`src/rtl/core/ipv4pv_pkg.sv`:
```
// ----------------------------------------------------------------------------
// ipv4pv_pkg
// Types and character constants shared by the IPv4:port string validator.
// ----------------------------------------------------------------------------
package ipv4pv_pkg;

    typedef logic [7:0]  char_t;
    typedef logic [31:0] addr_t;
    typedef logic [15:0] port_t;
    typedef logic [15:0] acc_t;
    typedef logic [19:0] acc_wide_t;
    typedef logic [2:0]  field_idx_t;
    typedef logic [2:0]  digit_cnt_t;
    typedef logic [23:0] octets_t;
    typedef logic [7:0]  octet_t;

    localparam char_t CHAR_ZERO  = 8'h30;
    localparam char_t CHAR_NINE  = 8'h39;
    localparam char_t CHAR_DOT   = 8'h2E;
    localparam char_t CHAR_COLON = 8'h3A;

    localparam acc_wide_t OCTET_MAX = 20'd255;
    localparam acc_wide_t PORT_MAX  = 20'd65535;

    localparam digit_cnt_t MAX_DIGITS = 3'd5;

    localparam field_idx_t FIELD_OCTET_D = 3'd3;
    localparam field_idx_t FIELD_PORT    = 3'd4;

endpackage

```
`src/rtl/core/ipv4pv_char_if.sv`:
```
// ----------------------------------------------------------------------------
// ipv4pv_char_if
// Character request channel: one byte of address text, last byte flagged.
// ----------------------------------------------------------------------------
interface ipv4pv_char_if;

    logic                  valid;
    logic                  ready;
    ipv4pv_pkg::char_t     char_code;
    logic                  is_last;

    modport source (output valid, output char_code, output is_last, input ready);
    modport sink   (input valid, input char_code, input is_last, output ready);

endinterface

```
`src/rtl/core/ipv4pv_res_if.sv`:
```
// ----------------------------------------------------------------------------
// ipv4pv_res_if
// Result request channel: valid flag, packed address and port.
// ----------------------------------------------------------------------------
interface ipv4pv_res_if;

    logic                  valid;
    logic                  ready;
    logic                  valid_res;
    ipv4pv_pkg::addr_t     address;
    ipv4pv_pkg::port_t     port;

    modport source (output valid, output valid_res, output address, output port,
                    input ready);
    modport sink   (input valid, input valid_res, input address, input port,
                    output ready);

endinterface

```
`src/rtl/core/ipv4_port_string_validator.sv`:
```
// ----------------------------------------------------------------------------
// ipv4_port_string_validator
// Strict A.B.C.D:P parser fed one character per request.
// ----------------------------------------------------------------------------
// Result path: an accepted last character is held in the input register, then
// parse logic loads the result register.
// Throughput: one character per cycle; a last character waits only while an
// earlier result is still held and not taken.
// Reset: rst_n asynchronously clears the parse state and both valid flags.
// ----------------------------------------------------------------------------
module ipv4_port_string_validator
(
    input  logic                 clk,
    input  logic                 rst_n,
    ipv4pv_char_if.sink          chars,
    ipv4pv_res_if.source         results
);

    // input stage
    logic                      in_valid_reg;
    ipv4pv_pkg::char_t         in_char_reg;
    logic                      in_last_reg;

    // parse state
    ipv4pv_pkg::field_idx_t    field_reg,  field_next;
    ipv4pv_pkg::acc_t          acc_reg,    acc_next;
    ipv4pv_pkg::digit_cnt_t    dcnt_reg,   dcnt_next;
    logic                      lzero_reg,  lzero_next;
    logic                      failed_reg, failed_next;
    ipv4pv_pkg::octets_t       octets_reg, octets_next;
    ipv4pv_pkg::octet_t        octd_reg,   octd_next;

    // result stage
    logic                      out_valid_reg;
    logic                      out_ok_reg,   out_ok_next;
    ipv4pv_pkg::addr_t         out_addr_reg, out_addr_next;
    ipv4pv_pkg::port_t         out_port_reg, out_port_next;

    // values after this byte, before end-of-string clearing
    ipv4pv_pkg::field_idx_t    tb_field;
    ipv4pv_pkg::acc_t          tb_acc;
    ipv4pv_pkg::digit_cnt_t    tb_dcnt;
    logic                      tb_lzero;
    logic                      tb_failed;
    ipv4pv_pkg::octets_t       tb_octets;
    ipv4pv_pkg::octet_t        tb_octd;

    logic                      is_digit;
    ipv4pv_pkg::acc_wide_t     digit_val;
    ipv4pv_pkg::acc_wide_t     acc_val;
    ipv4pv_pkg::acc_wide_t     acc_grow;
    ipv4pv_pkg::acc_wide_t     limit;
    logic                      advance;
    logic                      ok;

    // a non-last byte never waits on the result side
    assign advance     = in_valid_reg && (!in_last_reg || !out_valid_reg || results.ready);
    assign chars.ready = !in_valid_reg || advance;

    assign is_digit  = (in_char_reg >= ipv4pv_pkg::CHAR_ZERO) &&
                       (in_char_reg <= ipv4pv_pkg::CHAR_NINE);
    assign digit_val = {16'd0, in_char_reg[3:0]};
    assign acc_val   = {4'd0, acc_reg};
    assign acc_grow  = (dcnt_reg == '0) ? digit_val
                     : (acc_val << 3) + (acc_val << 1) + digit_val;
    assign limit     = (field_reg >= ipv4pv_pkg::FIELD_PORT) ? ipv4pv_pkg::PORT_MAX
                                                             : ipv4pv_pkg::OCTET_MAX;

    always_comb
    begin
        tb_field  = field_reg;
        tb_acc    = acc_reg;
        tb_dcnt   = dcnt_reg;
        tb_lzero  = lzero_reg;
        tb_failed = failed_reg;
        tb_octets = octets_reg;
        tb_octd   = octd_reg;
        if (!failed_reg)
        begin
            if (is_digit)
            begin
                if ((dcnt_reg != '0) && lzero_reg)
                begin
                    tb_failed = 1'b1;
                end
                else if ((dcnt_reg == ipv4pv_pkg::MAX_DIGITS) || (acc_grow > limit))
                begin
                    tb_failed = 1'b1;
                end
                else
                begin
                    if (dcnt_reg == '0)
                    begin
                        tb_lzero = (in_char_reg[3:0] == 4'd0);
                    end
                    tb_acc  = acc_grow[15:0];
                    tb_dcnt = dcnt_reg + 3'd1;
                end
            end
            else if (in_char_reg == ipv4pv_pkg::CHAR_DOT)
            begin
                if ((field_reg >= ipv4pv_pkg::FIELD_OCTET_D) || (dcnt_reg == '0))
                begin
                    tb_failed = 1'b1;
                end
                else
                begin
                    tb_octets = {octets_reg[15:0], acc_reg[7:0]};
                    tb_field  = field_reg + 3'd1;
                    tb_acc    = '0;
                    tb_dcnt   = '0;
                    tb_lzero  = 1'b0;
                end
            end
            else if (in_char_reg == ipv4pv_pkg::CHAR_COLON)
            begin
                if ((field_reg != ipv4pv_pkg::FIELD_OCTET_D) || (dcnt_reg == '0))
                begin
                    tb_failed = 1'b1;
                end
                else
                begin
                    tb_octd  = acc_reg[7:0];
                    tb_field = ipv4pv_pkg::FIELD_PORT;
                    tb_acc   = '0;
                    tb_dcnt  = '0;
                    tb_lzero = 1'b0;
                end
            end
            else
            begin
                tb_failed = 1'b1;
            end
        end
    end

    assign ok = !tb_failed && (tb_field == ipv4pv_pkg::FIELD_PORT) && (tb_dcnt != '0);

    always_comb
    begin
        field_next    = field_reg;
        acc_next      = acc_reg;
        dcnt_next     = dcnt_reg;
        lzero_next    = lzero_reg;
        failed_next   = failed_reg;
        octets_next   = octets_reg;
        octd_next     = octd_reg;
        out_ok_next   = out_ok_reg;
        out_addr_next = out_addr_reg;
        out_port_next = out_port_reg;
        if (advance)
        begin
            if (in_last_reg)
            begin
                // deliver and start over for the next string
                out_ok_next   = ok;
                out_addr_next = ok ? {tb_octets, tb_octd} : '0;
                out_port_next = ok ? tb_acc : '0;
                field_next    = '0;
                acc_next      = '0;
                dcnt_next     = '0;
                lzero_next    = 1'b0;
                failed_next   = 1'b0;
                octets_next   = '0;
                octd_next     = '0;
            end
            else
            begin
                field_next  = tb_field;
                acc_next    = tb_acc;
                dcnt_next   = tb_dcnt;
                lzero_next  = tb_lzero;
                failed_next = tb_failed;
                octets_next = tb_octets;
                octd_next   = tb_octd;
            end
        end
    end

    always_ff @(posedge clk or negedge rst_n)
    begin
        if (!rst_n)
        begin
            in_valid_reg  <= 1'b0;
            out_valid_reg <= 1'b0;
            field_reg     <= '0;
            acc_reg       <= '0;
            dcnt_reg      <= '0;
            lzero_reg     <= 1'b0;
            failed_reg    <= 1'b0;
            octets_reg    <= '0;
            octd_reg      <= '0;
        end
        else
        begin
            if (chars.ready)
            begin
                in_valid_reg <= chars.valid;
            end
            if (advance && in_last_reg)
            begin
                out_valid_reg <= 1'b1;
            end
            else if (results.ready)
            begin
                out_valid_reg <= 1'b0;
            end
            field_reg  <= field_next;
            acc_reg    <= acc_next;
            dcnt_reg   <= dcnt_next;
            lzero_reg  <= lzero_next;
            failed_reg <= failed_next;
            octets_reg <= octets_next;
            octd_reg   <= octd_next;
        end
    end

    always_ff @(posedge clk)
    begin
        if (chars.ready && chars.valid)
        begin
            in_char_reg <= chars.char_code;
            in_last_reg <= chars.is_last;
        end
        out_ok_reg   <= out_ok_next;
        out_addr_reg <= out_addr_next;
        out_port_reg <= out_port_next;
    end

    assign results.valid     = out_valid_reg;
    assign results.valid_res = out_ok_reg;
    assign results.address   = out_addr_reg;
    assign results.port      = out_port_reg;

endmodule
```
`src/flat_wrapper.sv`:
```
// flat-port wrapper written by rule: the top's interface ports become plain ports
module ipv4_port_string_validator_flat 
  (clk, rst_n, chars_valid, chars_char_code, chars_is_last, chars_ready, results_valid, results_valid_res, results_address, results_port, results_ready);
  ipv4pv_char_if chars_i ();
  ipv4pv_res_if results_i ();
  input  logic clk;
  input  logic rst_n;
  input wire logic [$bits(chars_i.valid)-1:0] chars_valid;
  input wire logic [$bits(chars_i.char_code)-1:0] chars_char_code;
  input wire logic [$bits(chars_i.is_last)-1:0] chars_is_last;
  output wire logic [$bits(chars_i.ready)-1:0] chars_ready;
  output wire logic [$bits(results_i.valid)-1:0] results_valid;
  output wire logic [$bits(results_i.valid_res)-1:0] results_valid_res;
  output wire logic [$bits(results_i.address)-1:0] results_address;
  output wire logic [$bits(results_i.port)-1:0] results_port;
  input wire logic [$bits(results_i.ready)-1:0] results_ready;
  assign chars_i.valid = chars_valid;
  assign chars_i.char_code = chars_char_code;
  assign chars_i.is_last = chars_is_last;
  assign chars_ready = chars_i.ready;
  assign results_valid = results_i.valid;
  assign results_valid_res = results_i.valid_res;
  assign results_address = results_i.address;
  assign results_port = results_i.port;
  assign results_i.ready = results_ready;
  ipv4_port_string_validator u_core (.clk(clk), .rst_n(rst_n), .chars(chars_i), .results(results_i));
endmodule
```
`config.mk`:
```
export PLATFORM = sky130hd
export DESIGN_NAME = ipv4_port_string_validator_flat
export DESIGN_NICKNAME = d
export VERILOG_FILES = /design/src/rtl/core/ipv4pv_pkg.sv /design/src/rtl/core/ipv4pv_char_if.sv /design/src/rtl/core/ipv4pv_res_if.sv /design/src/rtl/core/ipv4_port_string_validator.sv /design/src/flat_wrapper.sv
export SDC_FILE = /design/constraint.sdc
export NUM_CORES = 1
export LEC_CHECK = 0
export BUFFER_PORTS_ARGS = -buffer_cell sky130_fd_sc_hd__buf_2
export CORE_UTILIZATION = 50
export DETAILED_ROUTE_END_ITERATION = 8
export GPL_ROUTABILITY_DRIVEN = 1
export HOLD_SLACK_MARGIN = 0.03
export PLACE_DENSITY = 0.7
export SLEW_MARGIN = 10
export SYNTH_ARGS = -nofsm -noshare
export SYNTH_HDL_FRONTEND = slang
export SYNTH_SLANG_ARGS = --single-unit
```
`constraint.sdc`:
```
create_clock -name clk -period 9.6 [get_ports clk]
set_input_delay 1.44 -clock clk [delete_from_list [all_inputs] [get_ports clk]]
set_output_delay 1.44 -clock clk [all_outputs]
set_load 0.02 [all_outputs]
```
# Yosys cells after proc, flatten, opt, wreduce, memory -nomap -nowiden
# Index checks and enable logic that the tools add are counted.
[classes] n_addsub=4 n_mul=0 div=0 magnitude_cmp=5 n_eq_ne=11 shifts=0 muxes=59 bitwise=0 n_reduce_logical=25
[op_table] op="$mux W16" count=10
[op_table] op="$mux W24" count=5
[op_table] op="$mux W3" count=16
[op_table] op="$mux W8" count=6
[op_table] op="$mux W1" count=21
[op_table] op="$add A19 B17 Y20" count=1
[op_table] op="$add A20 B4 Y20" count=1
[op_table] op="$gt A20 B20 Y1" count=1
[op_table] op="$mux W20" count=1
[op_table] op="$eq A8 B6 Y1 const B" count=2
[op_table] op="$ne A3 B2 Y1 const B" count=4
[op_table] op="$ge A8 B6 Y1 const B" count=1
[op_table] op="$le A8 B6 Y1 const B" count=1
[op_table] op="$reduce_and A8 Y1" count=1
[op_table] op="$logic_and A1 B1 Y1" count=7
[op_table] op="$add A3 B1 Y3 const B" count=2
[op_table] op="$eq A3 B3 Y1 const B" count=2
[op_table] op="$logic_or A1 B1 Y1" count=6
[op_table] op="$reduce_bool A3 Y1" count=2
[op_table] op="$logic_not A1 Y1" count=4
[op_table] op="$logic_not A4 Y1" count=1
[op_table] op="$ne A4 B1 Y1 const B" count=1
[op_table] op="$ne A4 B2 Y1 const B" count=1
[op_table] op="$reduce_bool A4 Y1" count=1
[op_table] op="6 further kinds" count=6
[word_totals] reg_bits=116 latchBits=0 ramBits=0 romBits=0 output_inout_bits=51 wordCells=118 memories=0

# Logic depth before layout (Yosys ltp)
[depth] word_depth=12 ltp_mapped=26 ltp_nobuf=23

# Worst setup path before layout
# Ideal clock, no wire load.
[synth_timing] kind="register to register" startpoint="register u_core.acc_reg[0]" endpoint="register u_core.out_port_reg[15] (netlist: u_core.results.port[15]), data pin" setup_time_ns=0.267 arrival_ns=4.849 required_ns=9.333 slack_ns=4.484 path_stages_with_launch=23 path_buffers=2 path_cell_list="dfrtp_1 inv_1 fa_1 inv_1 fa_1 a211oi_2 o41ai_4 o2bb2ai_1 o21ai_1 xnor2_1 nand2_1 inv_1 ha_1 a21o_1 a221oi_1 o21ai_0 a22o_1 o31ai_4 a21oi_2 o41ai_4 buf_4 buf_6 nor3_2"
[synth_via] elab_chain_cells=12
[synth_rtl] element="from (decl)" line="ipv4_port_string_validator.sv:26" source="ipv4pv_pkg::acc_t acc_reg, acc_next;"
[synth_rtl] element="from (signal assigned)" line="ipv4_port_string_validator.sv:209" source="acc_reg <= acc_next;"
[synth_rtl] element="$add A19 B17 Y20 (*)" line="ipv4_port_string_validator.sv:65" source=": (acc_val << 3) + (acc_val << 1) + digit_val;"
[synth_rtl] element="$add A20 B4 Y20 (*)" line="ipv4_port_string_validator.sv:65"
[synth_rtl] element="$mux W20 (*)" line="ipv4_port_string_validator.sv:64" source="assign acc_grow = (dcnt_reg == '0) ? digit_val"
[synth_rtl] element="$gt A20 B20 Y1" line="ipv4_port_string_validator.sv:86" source="else if ((dcnt_reg == ipv4pv_pkg::MAX_DIGITS) || (acc_grow > limit))"
[synth_rtl] element="$logic_or A1 B1 Y1" line="ipv4_port_string_validator.sv:86"
[synth_rtl] element="$mux W1" line="ipv4_port_string_validator.sv:86"
[synth_rtl] element="$mux W1" line="ipv4_port_string_validator.sv:82" source="if ((dcnt_reg != '0) && lzero_reg)"
[synth_rtl] element="$mux W1" line="ipv4_port_string_validator.sv:80" source="if (is_digit)"
[synth_rtl] element="$mux W1" line="ipv4_port_string_validator.sv:78" source="if (!failed_reg)"
[synth_rtl] element="$logic_not A1 Y1" line="ipv4_port_string_validator.sv:137" source="assign ok = !tb_failed && (tb_field == ipv4pv_pkg::FIELD_PORT) && (tb_dcnt != '0);"
[synth_rtl] element="$logic_and A1 B1 Y1 (2 in series)" line="ipv4_port_string_validator.sv:137"
[synth_rtl] element="to (signal assigned)" line="ipv4_port_string_validator.sv:227" source="out_port_reg <= out_port_next;"
[synth_rtl] element="to (decl)" line="ipv4_port_string_validator.sv:37" source="ipv4pv_pkg::port_t out_port_reg, out_port_next;"
# Every way passes the cells marked *; elsewhere a longest branch is shown, timed or not.
# A chain may end at the register's enable or synchronous reset.

# Final worst setup path
[layout_timing] startpoint="register u_core.acc_reg[0]" endpoint="register u_core.out_addr_reg[16] (netlist: u_core.results.address[16]), data pin"
[layout_via] elab_chain_cells=12
[layout_rtl] element="$add A19 B17 Y20 (*)" line="ipv4_port_string_validator.sv:65"
[layout_rtl] element="$add A20 B4 Y20 (*)" line="ipv4_port_string_validator.sv:65"
[layout_rtl] element="$mux W20 (*)" line="ipv4_port_string_validator.sv:64"
[layout_rtl] element="$gt A20 B20 Y1 (*)" line="ipv4_port_string_validator.sv:86"
[layout_rtl] element="$logic_or A1 B1 Y1 (*)" line="ipv4_port_string_validator.sv:86"
[layout_rtl] element="$mux W1" line="ipv4_port_string_validator.sv:86"
[layout_rtl] element="$mux W1" line="ipv4_port_string_validator.sv:82"
[layout_rtl] element="$mux W1" line="ipv4_port_string_validator.sv:80"
[layout_rtl] element="$mux W1" line="ipv4_port_string_validator.sv:78"
[layout_rtl] element="$logic_not A1 Y1" line="ipv4_port_string_validator.sv:137"
[layout_rtl] element="$logic_and A1 B1 Y1" line="ipv4_port_string_validator.sv:137"
[layout_rtl] element="$logic_and A1 B1 Y1 (*)" line="ipv4_port_string_validator.sv:137"
[layout_rtl] element="to (signal assigned)" line="ipv4_port_string_validator.sv:226" source="out_addr_reg <= out_addr_next;"
[layout_rtl] element="to (decl)" line="ipv4_port_string_validator.sv:36" source="ipv4pv_pkg::addr_t out_addr_reg, out_addr_next;"
# Marked as above.

==> impl_metrics.json <==
{
  "fin_area_um2": 7680,
  "antenna_found_initial": 0,
  "die_h_um": 117,
  "synth_area_leader_cell": "edfxtp_1",
  "largest_reg_flops": 32,
  "root_buffer": "clkbuf_16",
  "hp-class": "reg -> reg",
  "via_per_inst": 5.93,
  "start_kind": "flip-flop",
  "drcViolationCount": 0,
  "ys_ff_latch": 116,
  "drv_slew": 0,
  "placed_area_um2": 7060,
  "die-width_um": 117,
  "p_leak_nw": 3.46,
  "synth-compound-area-share_pct": 17.0,
  "path_cells": "inv_1 > fa_1 > inv_1 > fa_1 > a211oi_2 > o41ai_4 > o2bb2ai_1 > o21ai_1 > xnor2_1 > nand2_1 > inv_1 > ha_1 > nand3_1 > nand2b_1 > nor4_1 > nand4_1 > a22o_1 > o31ai_4 > a21oi_1 > or2_2 > nor3_1",
  "grt_pass1_vias": 4920,
  "min_period_ps": 5970,
  "dp_hpwl_mm": 10.5,
  "syn-cell-area_um2": 6650,
  "post_cts_buffers": 0,
  "syn_nets": 704,
  "syn_area_per_cell_um2": 10.3,
  "grt_pass1_wl_mm": 25.2,
  "power.total_mw": 1.27,
  "yosysWarningCount": 0,
  "dp.cells": 852,
  "worstSkewPairLatency_ps": 430,
  "hold_viol": 0,
  "synth.area.top_cells": "edfxtp_1 (26%), dfrtp_1 (22%), ha_1 (8.5%)",
  "rows": 41,
  "fin_skew_ps": 9.73,
  "path_max_fanout": 49,
  "grt_overflow": 0,
  "start_util_pct": 52.0,
  "tns_ps": 0,
  "ys.flop_type": "edfxtp_1",
  "crit_path_max_incr_delay_ps": 650,
  "max_freq_mhz": 167,
  "ctsHoldBuffers": 0,
  "arrival_ps": 6210,
  "synth_top_family_by_area": "compound AO/OA/AOI/OAI gates",
  "maxCapViolations": 0,
  "peakVddDrop_mv": 0.101,
  "portBuffers": 63,
  "gp_routability_congestion": 0.885,
  "detail-route-antenna-nets": 0,
  "crit_slowest_cell": "or2_2",
  "track_usage_pct": 24.7,
  "antenna_cells": 0,
  "required_ps": 9830,
  "status": "finished clean",
  "synth_xor_area_share_pct": 1.05,
  "clkSlewWorstSetupHoldPaths_ps": 60,
  "die_area_um2": 13800,
  "rsz0062_at_grt": "no",
  "yosys.area_share.simple_pct": 15.6,
  "clock-sinks": 116,
  "synth.most_common_cell": "nand2_1",
  "yosysTopAreaCellShare_pct": 26.2,
  "cts_tree": "yes",
  "synth_adder_area_share_pct": 9.08,
  "drt_pre_antenna_iters": 5,
  "grt_max_degree": 59,
  "synth_cell_type_count": 67,
  "synth_cells": 644,
  "avgRoutedWirePerCell_um": 17.6,
  "power_density_nw_per_um2": 165,
  "drive_gt1_share_pct": 17.3,
  "muxShareOfSynthArea_pct": 5.01,
  "path_class": "reg -> reg",
  "fin_crit_sh_pct": 62.2,
  "yosys-top-cells-count": "nand2_1 (78), o21ai_0 (61), dfrtp_1 (58), edfxtp_1 (58), ha_1 (45)",
  "tightest_slew_ps": 1070,
  "synth-async-reset-ratio_pct": 50.0,
  "drtIter0Drc": 370,
  "numCtsBuffers": 17,
  "relSlewSlack_pct": 29.0,
  "cts_buffer_depth": 2,
  "areaGrowthSynthToFinish_pct": 15.6,
  "timing.hold.ws_ps": 506,
  "fillers": 1031,
  "instances_no_fill": 884,
  "via_count": 5242,
  "finalSetupViolations": 0,
  "placeableCoreArea_um2": 12800,
  "ctsResizeCount": 0,
  "ys_seq_area_share_pct": 48.1,
  "endpoint_kind": "flip-flop",
  "crit_top_cell": "inv_1",
  "drt-total-wl_mm": 15.6,
  "synth_enable_flop_cells": 58,
  "fin_nets": 759,
  "ios": 64,
  "cts_max_level": 4
}
worst max-delay path: cells and delay by family, from the launching register on:
family / cells / cell delay (ps)
simple gates: 7 / 1730
fa+ha+maj: 3 / 1320
flops: 1 / 410
xor+xnor: 1 / 100
buf+inv: 3 / 250
compound gates: 7 / 1940
logic make-up (layout without fill, tap and decap cells):
group,Yosys count,after routing
AOI/OAI and AO/OA,169,169
and+or+nand+nor,209,209
xor gates and xnor gates,8,8
muxes,33,33
DFF,116,116
buffers and inverters,62,130
adders and majority gates,47,47
path summary, 6_finish.rpt:
kind / startpoint / endpoint / slack [ps] / depth (start not counted)
max in group asynchronous: rst_n / u_core.octd_reg[1]$_DFFE_PN0P_ / 7890 / 2
hold / removal: u_core.octd_reg[7]$_DFFE_PN0P_ / u_core.octd_reg[7]$_DFFE_PN0P_ / 510 / 2
setup / recovery: u_core.acc_reg[0]$_DFFE_PN0P_ / u_core.results.address[16]$_SDFFCE_PN0P_ / 3630 / 21
hold reg to reg: u_core.octd_reg[7]$_DFFE_PN0P_ / u_core.octd_reg[7]$_DFFE_PN0P_ / 510 / 2
min in group asynchronous: rst_n / u_core.dcnt_reg[0]$_DFFE_PN0P_ / 1180 / 2
setup reg to reg: u_core.acc_reg[0]$_DFFE_PN0P_ / u_core.results.address[16]$_SDFFCE_PN0P_ / 3630 / 21
layout make-up:
type / count / area (um^2) / share of cell area, %
Clock buffer: 22 / 464 / 6.05
Tap cell: 172 / 215 / 2.80
Sequential cell: 116 / 3190 / 41.6
Timing Repair Buffer: 71 / 375 / 4.89
Clock inverter: 10 / 154 / 2.00
Inverter: 27 / 101 / 1.32
Multi-Input combinational cell: 466 / 3180 / 41.4
metrics by stage:
stage          utilization (%)  setup slack, ps
2_1_floorplan                -             4480
3_3_place_gp              55.3             3790
3_5_place_dp              55.3             3680
4_1_cts                   60.1             3600
5_1_grt                   60.1             3080
6_report                  60.1             3630
layout by cell type (no fill, tap or decap), types with 13 or more instances in the layout:
cell type  instances
nand2_1           78
buf_2             63
o21ai_0           61
dfrtp_1           58
edfxtp_1          58
ha_1              45
nor3_1            41
a22oi_1           32
mux2i_1           31
nor2_1            30
a21oi_1           28
inv_1             25
clkbuf_16         17
nand3_1           13
power by group:
| part | total (mW) | internal [mW] | switching, mW |
|---|---|---|---|
| Clock | 0.663 | 0.445 | 0.218 |
| Combinational | 0.0609 | 0.0162 | 0.0446 |
| Sequential | 0.545 | 0.536 | 0.00888 |
| Total | 1.27 | 0.997 | 0.272 |
routing by layer:
metal  GRT usage [%]  share of wire, %  up-vias
met5               0                 0        -
met4            8.95               1.7        0
met3            5.92               6.4       28
met2            38.4                46      193
met1            33.6                46     2520
li1                -                 -     2501
Power figures use the tool's default switching activity.
